==> src/rtl/hbd_pkg.sv <==
// Shared types and constants for the HTTP body dechunker.
// Depends on nothing; every other file of the block uses it by scoped names.
`default_nettype none

package hbd_pkg;

  // field widths
  localparam int unsigned BYTE_W   = 8;
  localparam int unsigned STATUS_W = 2;
  localparam int unsigned LEN_W    = 32;

  // configuration register indexes
  localparam int unsigned CFG_ADDR_W = 1;
  localparam logic [CFG_ADDR_W-1:0] CFG_BODY_MODE   = 1'd0;
  localparam logic [CFG_ADDR_W-1:0] CFG_BODY_LENGTH = 1'd1;

  // body mode codes
  localparam logic MODE_CHUNKED = 1'b0;
  localparam logic MODE_LENGTH  = 1'b1;

  // result status codes
  localparam logic [STATUS_W-1:0] ST_PAYLOAD  = 2'd0;
  localparam logic [STATUS_W-1:0] ST_COMPLETE = 2'd1;
  localparam logic [STATUS_W-1:0] ST_MALFORM  = 2'd2;

  // line end characters
  localparam logic [BYTE_W-1:0] CHAR_CR = 8'h0D;
  localparam logic [BYTE_W-1:0] CHAR_LF = 8'h0A;

  // trailer bytes skipped after each chunk
  localparam logic [1:0] TRAILER_LEN = 2'd2;

  typedef struct packed {
    logic             body_mode;
    logic [LEN_W-1:0] body_length;
  } cfg_t;

  typedef struct packed {
    logic       ok;
    logic [3:0] val;
  } hex_t;

  // ascii hex character to nibble
  function automatic hex_t hex_decode(input logic [BYTE_W-1:0] b);
    hex_t h;
    h.ok  = 1'b1;
    h.val = 4'd0;
    if (b >= 8'h30 && b <= 8'h39) begin
      h.val = 4'(b - 8'h30);
    end else if (b >= 8'h41 && b <= 8'h46) begin
      h.val = 4'(b - 8'h37);
    end else if (b >= 8'h61 && b <= 8'h66) begin
      h.val = 4'(b - 8'h57);
    end else begin
      h.ok = 1'b0;
    end
    return h;
  endfunction

endpackage

`default_nettype wire

==> src/rtl/hbd_if.sv <==
// Stream interfaces of the HTTP body dechunker: raw body bytes in, results out.
// Depends on hbd_pkg for field widths.
`default_nettype none

interface hbd_in_if;
  logic                       valid;
  logic                       ready;
  logic [hbd_pkg::BYTE_W-1:0] body_byte;

  modport source (output valid, output body_byte, input ready);
  modport sink   (input valid, input body_byte, output ready);
endinterface

interface hbd_out_if;
  logic                         valid;
  logic                         ready;
  logic [hbd_pkg::BYTE_W-1:0]   payload_byte;
  logic [hbd_pkg::STATUS_W-1:0] status;
  logic                         last;

  modport source (output valid, output payload_byte, output status, output last, input ready);
  modport sink   (input valid, input payload_byte, input status, input last, output ready);
endinterface

`default_nettype wire

==> src/rtl/hbd_cfg_regs.sv <==
// Configuration registers of the HTTP body dechunker (body mode, body length).
// Depends on hbd_pkg.
`default_nettype none

module hbd_cfg_regs (
  input  wire logic                           clk,
  input  wire logic                           rst_n,
  input  wire logic                           cfg_we,
  input  wire logic [hbd_pkg::CFG_ADDR_W-1:0] cfg_addr,
  input  wire logic [hbd_pkg::LEN_W-1:0]      cfg_wdata,
  output hbd_pkg::cfg_t                       cfg
);

  logic                       body_mode_r;
  logic [hbd_pkg::LEN_W-1:0]  body_length_r;

  // register writes
  always_ff @(posedge clk) begin
    if (!rst_n) begin
      body_mode_r   <= hbd_pkg::MODE_CHUNKED;
      body_length_r <= '0;
    end else if (cfg_we) begin
      unique case (cfg_addr)
        hbd_pkg::CFG_BODY_MODE:   body_mode_r   <= cfg_wdata[0];
        hbd_pkg::CFG_BODY_LENGTH: body_length_r <= cfg_wdata;
        default: ;
      endcase
    end
  end

  assign cfg.body_mode   = body_mode_r;
  assign cfg.body_length = body_length_r;

endmodule

`default_nettype wire

==> src/rtl/hbd_decode.sv <==
// Body decoder: input byte register, chunk/length state machine, result register.
// Depends on hbd_pkg and the stream interfaces in hbd_if.sv.
`default_nettype none

module hbd_decode #(
  parameter int unsigned MAX_HEX_DIGITS = 8
) (
  input  wire logic          clk,
  input  wire logic          rst_n,
  input  wire hbd_pkg::cfg_t cfg,
  hbd_in_if.sink             in_ch,
  hbd_out_if.source          out_ch
);

  localparam int unsigned DCW = $clog2(MAX_HEX_DIGITS + 1);
  localparam int unsigned BW  = hbd_pkg::BYTE_W;
  localparam int unsigned LW  = hbd_pkg::LEN_W;

  typedef enum logic [2:0] {
    PH_START,
    PH_SIZE,
    PH_SIZE_CR,
    PH_DATA,
    PH_TRAIL,
    PH_LEN,
    PH_DONE
  } phase_t;

  // input register
  logic          in_vld_r;
  logic [BW-1:0] in_byte_r;

  // decoder state
  phase_t         phase_r,  phase_nxt;
  logic [LW-1:0]  size_r,   size_nxt;
  logic [DCW-1:0] dcnt_r,   dcnt_nxt;
  logic           bad_r,    bad_nxt;
  logic [LW-1:0]  left_r,   left_nxt;
  logic [1:0]     skip_r,   skip_nxt;

  // result register
  logic                         out_vld_r;
  logic [BW-1:0]                out_byte_r;
  logic [hbd_pkg::STATUS_W-1:0] out_status_r;
  logic                         out_last_r;

  // result of the byte in the input register
  logic                         res_vld;
  logic [BW-1:0]                res_byte;
  logic [hbd_pkg::STATUS_W-1:0] res_status;
  logic                         res_last;
  logic                         scan_en;
  hbd_pkg::hex_t                hx;
  logic                         fire;

  // next state for one body byte
  always_comb begin
    phase_nxt  = phase_r;
    size_nxt   = size_r;
    dcnt_nxt   = dcnt_r;
    bad_nxt    = bad_r;
    left_nxt   = left_r;
    skip_nxt   = skip_r;
    res_vld    = 1'b0;
    res_byte   = '0;
    res_status = hbd_pkg::ST_PAYLOAD;
    res_last   = 1'b0;
    scan_en    = 1'b0;
    hx         = hbd_pkg::hex_decode(in_byte_r);

    // first byte of the body picks the mode
    if (phase_r == PH_START) begin
      if (cfg.body_mode == hbd_pkg::MODE_LENGTH) begin
        if (cfg.body_length == '0) begin
          phase_nxt  = PH_DONE;
          res_vld    = 1'b1;
          res_status = hbd_pkg::ST_COMPLETE;
          res_last   = 1'b1;
        end else begin
          left_nxt  = cfg.body_length;
          phase_nxt = PH_LEN;
        end
      end else begin
        phase_nxt = PH_SIZE;
        size_nxt  = '0;
        dcnt_nxt  = '0;
        bad_nxt   = 1'b0;
      end
    end

    unique case (phase_nxt)
      PH_SIZE: begin
        if (in_byte_r == hbd_pkg::CHAR_CR) begin
          phase_nxt = PH_SIZE_CR;
        end else begin
          scan_en = 1'b1;
        end
      end
      PH_SIZE_CR: begin
        if (in_byte_r == hbd_pkg::CHAR_LF) begin
          // end of size line
          if (bad_nxt) begin
            phase_nxt  = PH_DONE;
            res_vld    = 1'b1;
            res_status = hbd_pkg::ST_MALFORM;
            res_last   = 1'b1;
          end else if (size_nxt == '0) begin
            phase_nxt  = PH_DONE;
            res_vld    = 1'b1;
            res_status = hbd_pkg::ST_COMPLETE;
            res_last   = 1'b1;
          end else begin
            left_nxt  = size_nxt;
            phase_nxt = PH_DATA;
          end
        end else begin
          // lone cr spoils the line
          bad_nxt = 1'b1;
          if (in_byte_r != hbd_pkg::CHAR_CR) begin
            scan_en   = 1'b1;
            phase_nxt = PH_SIZE;
          end
        end
      end
      PH_DATA: begin
        left_nxt = left_nxt - LW'(1);
        if (left_nxt == '0) begin
          phase_nxt = PH_TRAIL;
          skip_nxt  = hbd_pkg::TRAILER_LEN;
        end
        res_vld  = 1'b1;
        res_byte = in_byte_r;
      end
      PH_TRAIL: begin
        if (skip_nxt != 2'd0) begin
          skip_nxt = skip_nxt - 2'd1;
        end
        if (skip_nxt == 2'd0) begin
          phase_nxt = PH_SIZE;
          size_nxt  = '0;
          dcnt_nxt  = '0;
          bad_nxt   = 1'b0;
        end
      end
      PH_LEN: begin
        left_nxt = left_nxt - LW'(1);
        res_vld  = 1'b1;
        res_byte = in_byte_r;
        if (left_nxt == '0) begin
          phase_nxt = PH_DONE;
          res_last  = 1'b1;
        end
      end
      default: ;
    endcase

    // hex digit accumulation
    if (scan_en) begin
      if (!hx.ok) begin
        bad_nxt = 1'b1;
      end else if (dcnt_nxt < DCW'(MAX_HEX_DIGITS)) begin
        size_nxt = {size_nxt[LW-5:0], hx.val};
        dcnt_nxt = dcnt_nxt + DCW'(1);
      end else begin
        bad_nxt = 1'b1;
      end
    end
  end

  // the byte moves on unless it has a result and the result register is blocked
  assign fire         = in_vld_r && (!res_vld || !out_vld_r || out_ch.ready);
  assign in_ch.ready  = !in_vld_r || fire;

  // input register, decoder state and result register
  always_ff @(posedge clk) begin
    if (!rst_n) begin
      in_vld_r  <= 1'b0;
      phase_r   <= PH_START;
      size_r    <= '0;
      dcnt_r    <= '0;
      bad_r     <= 1'b0;
      left_r    <= '0;
      skip_r    <= 2'd0;
      out_vld_r <= 1'b0;
    end else begin
      if (in_ch.valid && in_ch.ready) begin
        in_vld_r  <= 1'b1;
        in_byte_r <= in_ch.body_byte;
      end else if (fire) begin
        in_vld_r <= 1'b0;
      end

      if (fire) begin
        phase_r <= phase_nxt;
        size_r  <= size_nxt;
        dcnt_r  <= dcnt_nxt;
        bad_r   <= bad_nxt;
        left_r  <= left_nxt;
        skip_r  <= skip_nxt;
      end

      if (fire && res_vld) begin
        out_vld_r    <= 1'b1;
        out_byte_r   <= res_byte;
        out_status_r <= res_status;
        out_last_r   <= res_last;
      end else if (out_ch.ready) begin
        out_vld_r <= 1'b0;
      end
    end
  end

  assign out_ch.valid        = out_vld_r;
  assign out_ch.payload_byte = out_byte_r;
  assign out_ch.status       = out_status_r;
  assign out_ch.last         = out_last_r;

endmodule

`default_nettype wire

==> src/rtl/http_body_dechunker.sv <==
// HTTP body dechunker. Takes one body byte per cycle and gives at most one result per
// byte: a decoded payload byte, a completion, or a malformed-size-line end. Chunked
// mode parses hex size lines ended by CR LF, passes each chunk's bytes and skips the
// two bytes after them; length mode passes body_length bytes and marks the last. The
// mode is sampled on the first byte after reset and holds until the next reset; write
// configuration only while idle. Throughput is one byte per cycle when the output does
// not stall, set by the single state update between the input byte register and the
// result register, which a result passes through on its way to the output. Input
// ready drops only when the result register holds an untaken result and the pending
// byte would produce another.
// Depends on hbd_pkg, hbd_if, hbd_cfg_regs and hbd_decode.
`default_nettype none

module http_body_dechunker #(
  parameter int unsigned MAX_HEX_DIGITS = 8
) (
  input  wire logic                           clk,
  input  wire logic                           rst_n,
  input  wire logic                           cfg_we,
  input  wire logic [hbd_pkg::CFG_ADDR_W-1:0] cfg_addr,
  input  wire logic [hbd_pkg::LEN_W-1:0]      cfg_wdata,
  hbd_in_if.sink                              in_ch,
  hbd_out_if.source                           out_ch
);

  hbd_pkg::cfg_t cfg;

  // configuration registers
  hbd_cfg_regs u_cfg (
    .clk       (clk),
    .rst_n     (rst_n),
    .cfg_we    (cfg_we),
    .cfg_addr  (cfg_addr),
    .cfg_wdata (cfg_wdata),
    .cfg       (cfg)
  );

  // decoder datapath
  hbd_decode #(
    .MAX_HEX_DIGITS (MAX_HEX_DIGITS)
  ) u_decode (
    .clk    (clk),
    .rst_n  (rst_n),
    .cfg    (cfg),
    .in_ch  (in_ch),
    .out_ch (out_ch)
  );

endmodule

`default_nettype wire

==> src/flat_wrapper.sv <==
// flat-port wrapper written by rule: the top's interface ports become plain ports
module http_body_dechunker_flat 
#(
  parameter int unsigned MAX_HEX_DIGITS = 8
)
  (clk, rst_n, cfg_we, cfg_addr, cfg_wdata, in_ch_valid, in_ch_body_byte, in_ch_ready, out_ch_valid, out_ch_payload_byte, out_ch_status, out_ch_last, out_ch_ready);
  hbd_in_if in_ch_i ();
  hbd_out_if out_ch_i ();
  input  wire logic clk;
  input  wire logic rst_n;
  input  wire logic cfg_we;
  input  wire logic [hbd_pkg::CFG_ADDR_W-1:0] cfg_addr;
  input  wire logic [hbd_pkg::LEN_W-1:0] cfg_wdata;
  input wire logic [$bits(in_ch_i.valid)-1:0] in_ch_valid;
  input wire logic [$bits(in_ch_i.body_byte)-1:0] in_ch_body_byte;
  output wire logic [$bits(in_ch_i.ready)-1:0] in_ch_ready;
  output wire logic [$bits(out_ch_i.valid)-1:0] out_ch_valid;
  output wire logic [$bits(out_ch_i.payload_byte)-1:0] out_ch_payload_byte;
  output wire logic [$bits(out_ch_i.status)-1:0] out_ch_status;
  output wire logic [$bits(out_ch_i.last)-1:0] out_ch_last;
  input wire logic [$bits(out_ch_i.ready)-1:0] out_ch_ready;
  assign in_ch_i.valid = in_ch_valid;
  assign in_ch_i.body_byte = in_ch_body_byte;
  assign in_ch_ready = in_ch_i.ready;
  assign out_ch_valid = out_ch_i.valid;
  assign out_ch_payload_byte = out_ch_i.payload_byte;
  assign out_ch_status = out_ch_i.status;
  assign out_ch_last = out_ch_i.last;
  assign out_ch_i.ready = out_ch_ready;
  http_body_dechunker #(.MAX_HEX_DIGITS(MAX_HEX_DIGITS)) u_core (.clk(clk), .rst_n(rst_n), .cfg_we(cfg_we), .cfg_addr(cfg_addr), .cfg_wdata(cfg_wdata), .in_ch(in_ch_i), .out_ch(out_ch_i));
endmodule
==> config.mk <==
export PLATFORM = sky130hd
export DESIGN_NAME = http_body_dechunker_flat
export DESIGN_NICKNAME = d
export VERILOG_FILES = /design/src/rtl/hbd_pkg.sv /design/src/rtl/hbd_if.sv /design/src/rtl/hbd_cfg_regs.sv /design/src/rtl/hbd_decode.sv /design/src/rtl/http_body_dechunker.sv /design/src/flat_wrapper.sv
export SDC_FILE = /design/constraint.sdc
export NUM_CORES = 1
export LEC_CHECK = 0
export ABC_CLOCK_PERIOD_IN_PS = 7500
export BUFFER_PORTS_ARGS = -buffer_cell sky130_fd_sc_hd__buf_2
export CAP_MARGIN = 20
export CELL_PAD_IN_SITES_DETAIL_PLACEMENT = 1
export CELL_PAD_IN_SITES_GLOBAL_PLACEMENT = 2
export CORE_MARGIN = 2
export CORE_UTILIZATION = 36
export CTS_CLUSTER_DIAMETER = 40
export CTS_CLUSTER_SIZE = 40
export DETAILED_ROUTE_END_ITERATION = 6
export PLACE_DENSITY_LB_ADDON = 0.1
export SLEW_MARGIN = 20
export SYNTH_ARGS = -nofsm -noshare
export SYNTH_HDL_FRONTEND = slang
export SYNTH_SLANG_ARGS = --single-unit
==> constraint.sdc <==
create_clock -name clk -period 7.5 [get_ports clk]
set_input_delay 1.125 -clock clk [delete_from_list [all_inputs] [get_ports clk]]
set_output_delay 1.125 -clock clk [all_outputs]
set_load 0.02 [all_outputs]
# After elaboration in Yosys (flattened, before gate mapping)
# Index checks and enable logic that the tools add are counted.
# op_classes
n_mux	75
bitwise_logic	1
addsub	6
n_eq_ne	9
order_cmp	7
n_reduce_logical	27
# op_table
cell	n
two-way mux 32 bit	13
logical NOT 32 bit	3
one-hot mux 32 bit (2 select lines)	1
two-way mux 4 bit	10
subtractor 32 x 1 -> 32 bit, second input constant	1
two-way mux 3 bit	10
two-way mux 1 bit	27
equality test 8 x 4 -> 1 bit, second input constant	2
>= comparator 8 x 7 -> 1 bit, second input constant	2
less-or-equal comparator 8 x 7 -> 1 bit, second input constant	2
two-way mux 2 bit	8
one-hot mux 3 bit (5 select lines)	1
>= comparator 8 x 6 -> 1 bit, second input constant	1
less-or-equal comparator 8 x 6 -> 1 bit, second input constant	1
!= test 8 x 4 -> 1 bit, second input constant	1
one-hot mux 1 bit (2 select lines)	4
AND reduction 2 bit	4
nonzero test 2 bit	4
subtractor 4 x 3 -> 4 bit, second input constant	2
equality test 3 x 2 -> 1 bit, second input constant	2
equality test 3 bit, second input constant	2
logical AND 1 bit	6
adder 4 x 1 -> 4 bit, second input constant	1
less-than comparator 4 bit, second input constant	1
other kinds (12)	16
# totals
inputBits	46
register_bits	128
word_cells	139

# Longest topological paths before layout
# Gate-level depths: netlist (run 1).
# logic_depth
ltp_word	15
depth_mapped	20
depth_no_buf	16

# By module
# From an unflattened synthesis (run 1), not the netlist that was laid out.
# hier_totals
cells_unflattened	983
hier_area_um2	8186.6
# by_module_without_submodules
mod	n_inst	cells_each	area_per_inst_um2
hbd_decode	1	833	6747.7
hbd_cfg_regs	1	150	1438.9

# Least setup slack after synthesis (run 1)
# No wires, ideal clock.
# synth_path
path_type	reg2reg
from	register u_core.u_cfg.body_length_r[3] in the netlist's numbering
to	register u_core.u_decode.skip_r[1]
setup_ps	70
n_path_buf	4
required_time_ps	7430
stages_incl_launch_ff	20
t_arrival_ps	5435
setup_slack_ps	1995
cell_sequence	dfxtp_1 > buf_6 > or4_4 > nor3b_4 > nand4_4 > nand2_1 > buf_6 > buf_2 > buf_1 > mux2i_1 > ha_1 > a21boi_1 > nand4_2 > a221oi_4 > nor3b_1 > xnor2_1 > o21ai_0 > or4b_4 > or3_1 > a21oi_1
# synth_between
elab_chain_len	13
word_cells_on_any_way	29
# synth_rtl
element	line_no	source
start: declaration	hbd_cfg_regs.sv:15	logic [hbd_pkg::LEN_W-1:0] body_length_r;
start signal: assignment	hbd_cfg_regs.sv:25	hbd_pkg::CFG_BODY_LENGTH: body_length_r <= cfg_wdata;
parallel branches: the longest is 13 deep, another holds subtractor 32 x 1 -> 32 bit	--	
end signal: assignment	hbd_decode.sv:199	skip_r <= skip_nxt;
end: declaration	hbd_decode.sv:39	logic [1:0] skip_r, skip_nxt;
# Several ways; the timed one is not identified.
# A chain may end at the register's enable or synchronous reset.

# Worst setup path after layout (run 1)
# layout_path
from	register u_core.u_cfg.body_length_r[11] in the netlist's numbering
to	register u_core.u_decode.skip_r[1]
# The elaborated chain is that of the path after synthesis.

==> results of run 1 <==
through the flow:
stage / std cells / util, % / power [mW] / instance area (µm²)
2_1_floorplan: 979 / - / 1.03 / 7750
3_3_place_gp: 1250 / 38.4 / 1.15 / 8110
3_5_place_dp: 1250 / 38.4 / 1.15 / 8110
4_1_cts: 1282 / 41.4 / 2.07 / 8740
5_1_grt: 1282 / 41.5 / 2.14 / 8740
6_report: 1282 / 41.5 / 2.07 / 8740
metal layers:
metal,global-route usage (%),routed length [µm]
met1,35.4,13800
met2,44.7,14200
met3,3.45,899
met4,8.04,523
met5,0,0
how the worst max path moves through the flow:
stage	end	slack, ns	depth (start not counted)
after floorplan	u_core.u_decode.skip_r[1]$_SDFFE_PN0P_	2.00	19
after CTS	u_core.u_decode.skip_r[1]$_SDFFE_PN0P_	1.79	15
final	u_core.u_decode.skip_r[1]$_SDFFE_PN0P_	1.69	15
after detailed placement	u_core.u_decode.skip_r[1]$_SDFFE_PN0P_	1.80	15
after global routing	u_core.u_decode.skip_r[1]$_SDFFE_PN0P_	1.33	15
after global placement	u_core.u_decode.skip_r[1]$_SDFFE_PN0P_	2.01	15
worst register-to-register path: stages, from the launching register on:
cell      delay [ns]
dfxtp_1         0.36
or4_4           0.57
nor3_2          0.47
nand4_4         0.36
nand2_2         0.22
mux2i_1         0.36
ha_1            0.30
a21boi_1        0.61
nand4_2         0.25
a221oi_4        0.44
nor3b_1         0.37
xnor2_1         0.16
o21ai_0         0.10
or4b_4          0.63
or3_1           0.40
a21oi_1         0.15
registers in the layout, indices dropped and copies added (netlist names):
register,count
u_core.u_cfg.body_length_r,32
u_core.u_cfg.body_mode_r,1
u_core.u_decode.bad_r,1
u_core.u_decode.dcnt_r,4
u_core.u_decode.in_byte_r,8
u_core.u_decode.in_vld_r,1
u_core.u_decode.left_r,32
u_core.u_decode.out_ch.last,1
u_core.u_decode.out_ch.payload_byte,8
u_core.u_decode.out_ch.status,2
u_core.u_decode.out_ch.valid,1
u_core.u_decode.phase_r,3
u_core.u_decode.size_r,32
u_core.u_decode.skip_r,2
cells in the final DEF (no fill, tap or decap), drive strengths merged, types with 17 or more instances in the layout:
cell      n
nor4     28
a221oi   18
buf      71
nor3     29
clkbuf   18
nand3    17
xnor2    19
a22oi    36
dfxtp   109
a21oi    91
o21ai    64
nor2    117
edfxtp   19
mux2i    21
a211oi   17
nand2   130
kinds of logic (layout without fill, tap and decap cells):
family / after synthesis / count (layout) / synth area share (%)
buffers and inverters: 86 / 114 / 5.70
AO/OA/AOI/OAI: 295 / 295 / 24.7
AND/OR/NAND/NOR: 405 / 405 / 25.9
flip-flops: 128 / 128 / 35.5
adder cells (fa/ha/maj): 7 / 7 / 1.13
multiplexers: 26 / 26 / 3.44
XOR/XNOR: 32 / 32 / 3.62
layout make-up:
| type | count | share of cell area (%) |
|---|---|---|
| multi-input cells | 765 | 52.4 |
| repair buffers | 71 | 4.44 |
| flip-flops and latches | 128 | 31.5 |
| clock buffers | 18 | 4.91 |
| well taps | 275 | 3.93 |
| clock inverters | 14 | 2.33 |
| inverters | 11 | 0.472 |
power by group through the flow:
stage | logic [mW] | clock network [mW] | registers (mW)
after floorplan | 0.278 | 0 | 0.756
after global placement | 0.374 | 0 | 0.777
after detailed placement | 0.374 | 0 | 0.778
after CTS | 0.376 | 0.934 | 0.763
after global routing | 0.416 | 0.958 | 0.768
final | 0.381 | 0.922 | 0.764
==> impl_metrics.yaml, run 1 <==
synth:
  synth.top_cells.by_count: "nand2_1 (130), nor2_1 (117), dfxtp_1 (109)"
  syn_area_per_cell_um2: 7.92
  ys_types: 85
  synth_area_mm2: 0.00775
  yosysTopAreaCell: "dfxtp_1"
  synth_flop_cell: "dfxtp_1"
  async_flop_share_pct: 0
  ys_ff_latch: 128
  synth_top_area_share_pct: 28.2
  synth.most_common_cell: "nand2_1"
  synth_seq_area_share_pct: 35.5
  synth.area.top_cells: "dfxtp_1 (28%), edfxtp_1 (7.4%), nand2_1 (6.3%)"
  synth_nets: 1032
  synth_edf_count: 19
  syn_inst: 979
  ys_warn_count: 0
floorplan:
  io_pins: 59
  start_util_pct: 36.8
  core_mm2: 0.0211
  fp.dieW_um: 151
  rows: 53
  die_area_mm2: 0.0227
  die_y_um: 151
clock_network:
  numClockSinks: 128
  clockBufferDepth: 2
  htreeDepth: 4
  root_buffer: "clkbuf_16"
  numCtsBuffers: 17
  cts_tree: "yes"
  cts_resized: 0
  hold_buffers: 0
  cts.clk_slew.worst_paths_ns: 0.06
  post_cts_buffers: 0
  clkLatencyLatePin_ns: 0.44
drt:
  drt_iter0_drc: 456
  vias: 7681
  firstDrtPassIters: 5
  post_drt_wl_per_cell_um: 23.0
  vias_per_cell: 5.99
  drtAntennaViolNets: 0
  drc: 0
  routed_wirelength_mm: 29.5
timing:
  fmax_mhz: 172
  hold_viol: 0
  setup_viol: 0
  min_period_ns: 5.81
  slew-limit-headroom_pct: 20.4
  timing.final.crit_share_pct: 77.5
  setup_slack_ns: 1.69
  hold_slack_ns: 0.473
  tightest_slew_ns: 1.17
  finalClockSkew_ns: 0.0107
  slew_violations: 0
  setup_tns_ns: 0
  grt_setup_unrepaired: "no"
setup_path:
  cp_cell_sequence: "or4_4 > nor3_2 > nand4_4 > nand2_2 > mux2i_1 > ha_1 > a21boi_1 > nand4_2 > a221oi_4 > nor3b_1 > xnor2_1 > o21ai_0 > or4b_4 > or3_1 > a21oi_1"
  worstSetupStartpointType: "flop"
  worstPathRequired_ns: 7.85
  worstSetupEndpointType: "flop"
  critPathLaunch: "u_core.u_cfg.body_length_r[11]$_SDFFE_PN0P_"
  path_class: "reg -> reg"
  r2r-start: "u_core.u_cfg.body_length_r[11]$_SDFFE_PN0P_"
  worst-path-max-fanout: 15
  arrival_ns: 6.17
  slowest_stage: "or4b_4"
  r2r-end: "u_core.u_decode.skip_r[1]$_SDFFE_PN0P_"
  crit_buf_inv: 0
  reg2reg_depth: 15
  crit_family: "simple AND/OR/NAND/NOR gates"
  cp_slowest_stage_delay_ns: 0.63
  r2r_slack_ns: 1.69
power_and_ir_drop:
  power_leakage_nw: 3.27
  p_int_mw: 1.42
  power_frac_comb_pct: 18.4
  power.density_mw_per_mm2: 236
  p_clk_share_pct: 44.6
  peakVddDrop_mv: 0.126
  power.switching_mw: 0.648
  pwr-share-seq_pct: 37.0
  p_sw_share_pct: 31.3
placement:
  gp_congestion: 0.899
  post-dp-hpwl_mm: 21.0
  port_buffers: 58
  pre_cts_ws_ns: 1.80
global_route:
  grt_pass1_vias: 7728
  grt_usage_pct: 26.5
  grt-ovfl-total: 0
  antenna_found_initial: 0
  grt_pass1_wl_mm: 45.7
  grt_max_degree: 98
final_layout:
  nets: 1047
  fillers: 2555
  antenna_cells: 0
  multiInputGateArea_mm2: 0.00459
  ff_latch_area_mm2: 0.00275
  area_growth_pct: 12.8
  drive_gt1_share_pct: 14.1
flow_run:
  drv_cap: 0
hold_path:
  holdPathEnd: "u_core.u_cfg.body_length_r[10]$_SDFFE_PN0P_"
  min-delay-start: "u_core.u_cfg.body_length_r[10]$_SDFFE_PN0P_"
  hp-class: "reg -> reg"
  min_path_cells: 2
status:
  status: "finished, final reports clean"
(Power assumes the default switching activity.)
==> inputs of run 2 (changes only) <==
--- a/config.mk
+++ b/config.mk
@@ -5,7 +5,7 @@
 export SDC_FILE = /design/constraint.sdc
 export NUM_CORES = 1
 export LEC_CHECK = 0
-export ABC_CLOCK_PERIOD_IN_PS = 7500
+export ABC_CLOCK_PERIOD_IN_PS = 6100
 export BUFFER_PORTS_ARGS = -buffer_cell sky130_fd_sc_hd__buf_2
 export CAP_MARGIN = 20
 export CELL_PAD_IN_SITES_DETAIL_PLACEMENT = 1
==> constraint.sdc (replaced) <==
create_clock -name clk -period 6.1 [get_ports clk]
set_input_delay 0.915 -clock clk [delete_from_list [all_inputs] [get_ports clk]]
set_output_delay 0.915 -clock clk [all_outputs]
set_load 0.02 [all_outputs]
==> impl_metrics.yaml, run 2 (same netlist as run 1, synthesis figures left out) <==
status:
  status: "finished, final reports clean"
floorplan:
  fp.dieW_um: 151
  die_y_um: 151
  core_mm2: 0.0211
  start_util_pct: 36.8
  die_area_mm2: 0.0227
  io_pins: 59
  rows: 53
timing:
  fmax_mhz: 190
  slew_violations: 0
  hold_viol: 0
  min_period_ns: 5.26
  slew-limit-headroom_pct: 30.8
  timing.final.crit_share_pct: 86.3
  setup_viol: 0
  finalClockSkew_ns: 0.0109
  grt_setup_unrepaired: "no"
  setup_tns_ns: 0
  setup_slack_ns: 0.835
  tightest_slew_ns: 1.04
setup_path:
  worstSetupStartpointType: "flop"
  worstPathRequired_ns: 6.46
  reg2reg_depth: 15
  worst-path-max-fanout: 9
  r2r-end: "u_core.u_decode.skip_r[1]$_SDFFE_PN0P_"
  worstSetupEndpointType: "flop"
  cp_slowest_stage_delay_ns: 0.61
  crit_buf_inv: 0
  arrival_ns: 5.62
  cp_cell_sequence: "or4_4 > nor3_2 > nand4_4 > nand2_2 > mux2i_1 > ha_1 > a21boi_1 > nand4_2 > a221oi_4 > nor3b_1 > xnor2_1 > o21ai_0 > or4b_4 > or3_1 > a21oi_1"
  r2r_slack_ns: 0.84
  path_class: "reg -> reg"
  crit_family: "simple AND/OR/NAND/NOR gates"
  r2r-start: "u_core.u_cfg.body_length_r[11]$_SDFFE_PN0P_"
  slowest_stage: "or4b_4"
final_layout:
  final_core_util_pct: 41.3
  antenna_cells: 0
  area_growth_pct: 12.5
  drive_gt1_share_pct: 14.1
  final_common_cell: "nand2_1"
  final_area_mm2: 0.00872
  final_cell_mix: "nand2_1 (128), nor2_1 (115), dfxtp_1 (109)"
  reg.largest.list: "u_core.u_cfg.body_length_r x32, u_core.u_decode.left_r x32, u_core.u_decode.size_r x32"
  nets: 1049
drt:
  drt_iter0_drc: 509
  post_drt_wl_per_cell_um: 23.1
  drtAntennaViolNets: 0
  drc: 0
  firstDrtPassIters: 5
  routed_wirelength_mm: 29.6
  vias: 7733
  vias_per_cell: 6.02
power_and_ir_drop:
  power.density_mw_per_mm2: 284
  power_leakage_nw: 3.25
  power_mw: 2.47
  peakVddDrop_mv: 0.154
clock_network:
  post_cts_buffers: 0
  clockBufferDepth: 2
  numCtsBuffers: 17
  hold_buffers: 0
  clkLatencyLatePin_ns: 0.44
  cts.clk_slew.worst_paths_ns: 0.06
  htreeDepth: 4
  cts_resized: 0
  root_buffer: "clkbuf_16"
  cts_tree: "yes"
  numClockSinks: 128
global_route:
  grt_usage_pct: 26.9
  grt_pass1_wl_mm: 45.7
  grt-ovfl-total: 0
  grt_pass1_vias: 7553
  antenna_found_initial: 0
  grt_max_degree: 62
hold_path:
  hp-class: "reg -> reg"
  min_path_cells: 2
  holdPathEnd: "u_core.u_cfg.body_length_r[10]$_SDFFE_PN0P_"
  min-delay-start: "u_core.u_cfg.body_length_r[10]$_SDFFE_PN0P_"
placement:
  pre_cts_ws_ns: 0.907
  post-dp-hpwl_mm: 21.1
  port_buffers: 58
  placed_area_mm2: 0.00812
  gp_congestion: 0.903
flow_run:
  drv_cap: 0
-- run 2: metrics by stage --
stage	instances	hold slack, ns
final	1284	0.476
after global placement	1252	0.472
after global routing	1284	0.513
after CTS	1284	0.482
after detailed placement	1252	0.474
after floorplan	979	0.443
-- run 2: report_power, final --
| part | internal [mW] | total, mW | switching, mW |
|---|---|---|---|
| sequential | 0.887 | 0.940 | 0.0526 |
| combinational | 0.167 | 0.470 | 0.303 |
| clock | 0.638 | 1.06 | 0.425 |
-- run 2: area by class of cell --
| cell class | count | area, µm² |
|---|---|---|
| well taps | 275 | 344 |
| repair buffers | 73 | 403 |
| fillers | 2600 | 12400 |
| flip-flops and latches | 128 | 2750 |
| clock buffers | 17 | 425 |
| multi-input cells | 765 | 4580 |
| inverters | 11 | 43.8 |
| clock inverters | 15 | 166 |
-- run 2: routing by layer --
metal / vias to the layer above / GRT usage [%] / routed length, µm
met5: - / 0 / 0
met4: 0 / 8.64 / 747
met1: 3870 / 36.3 / 13700
li1: 3653 / - / -
met3: 46 / 3.82 / 930
met2: 164 / 44.4 / 14200
-- run 2: tightest hold or removal path, cell delays in order (launching register included) --
cell and delay, ns:
dfxtp_1 0.32, nand2_1 0.05, a21oi_1 0.05
-- run 2: how the worst max path moves through the flow --
stage	start	to	depth (start not counted)
after global placement	u_core.u_cfg.body_length_r[7]$_SDFFE_PN0P_	u_core.u_decode.skip_r[1]$_SDFFE_PN0P_	15
after CTS	u_core.u_cfg.body_length_r[11]$_SDFFE_PN0P_	u_core.u_decode.skip_r[1]$_SDFFE_PN0P_	15
after global routing	u_core.u_cfg.body_length_r[11]$_SDFFE_PN0P_	u_core.u_decode.skip_r[1]$_SDFFE_PN0P_	15
after floorplan	u_core.u_cfg.body_length_r[3]$_SDFFE_PN0P_	u_core.u_decode.skip_r[1]$_SDFFE_PN0P_	19
after detailed placement	u_core.u_cfg.body_length_r[7]$_SDFFE_PN0P_	u_core.u_decode.skip_r[1]$_SDFFE_PN0P_	15
final	u_core.u_cfg.body_length_r[11]$_SDFFE_PN0P_	u_core.u_decode.skip_r[1]$_SDFFE_PN0P_	15
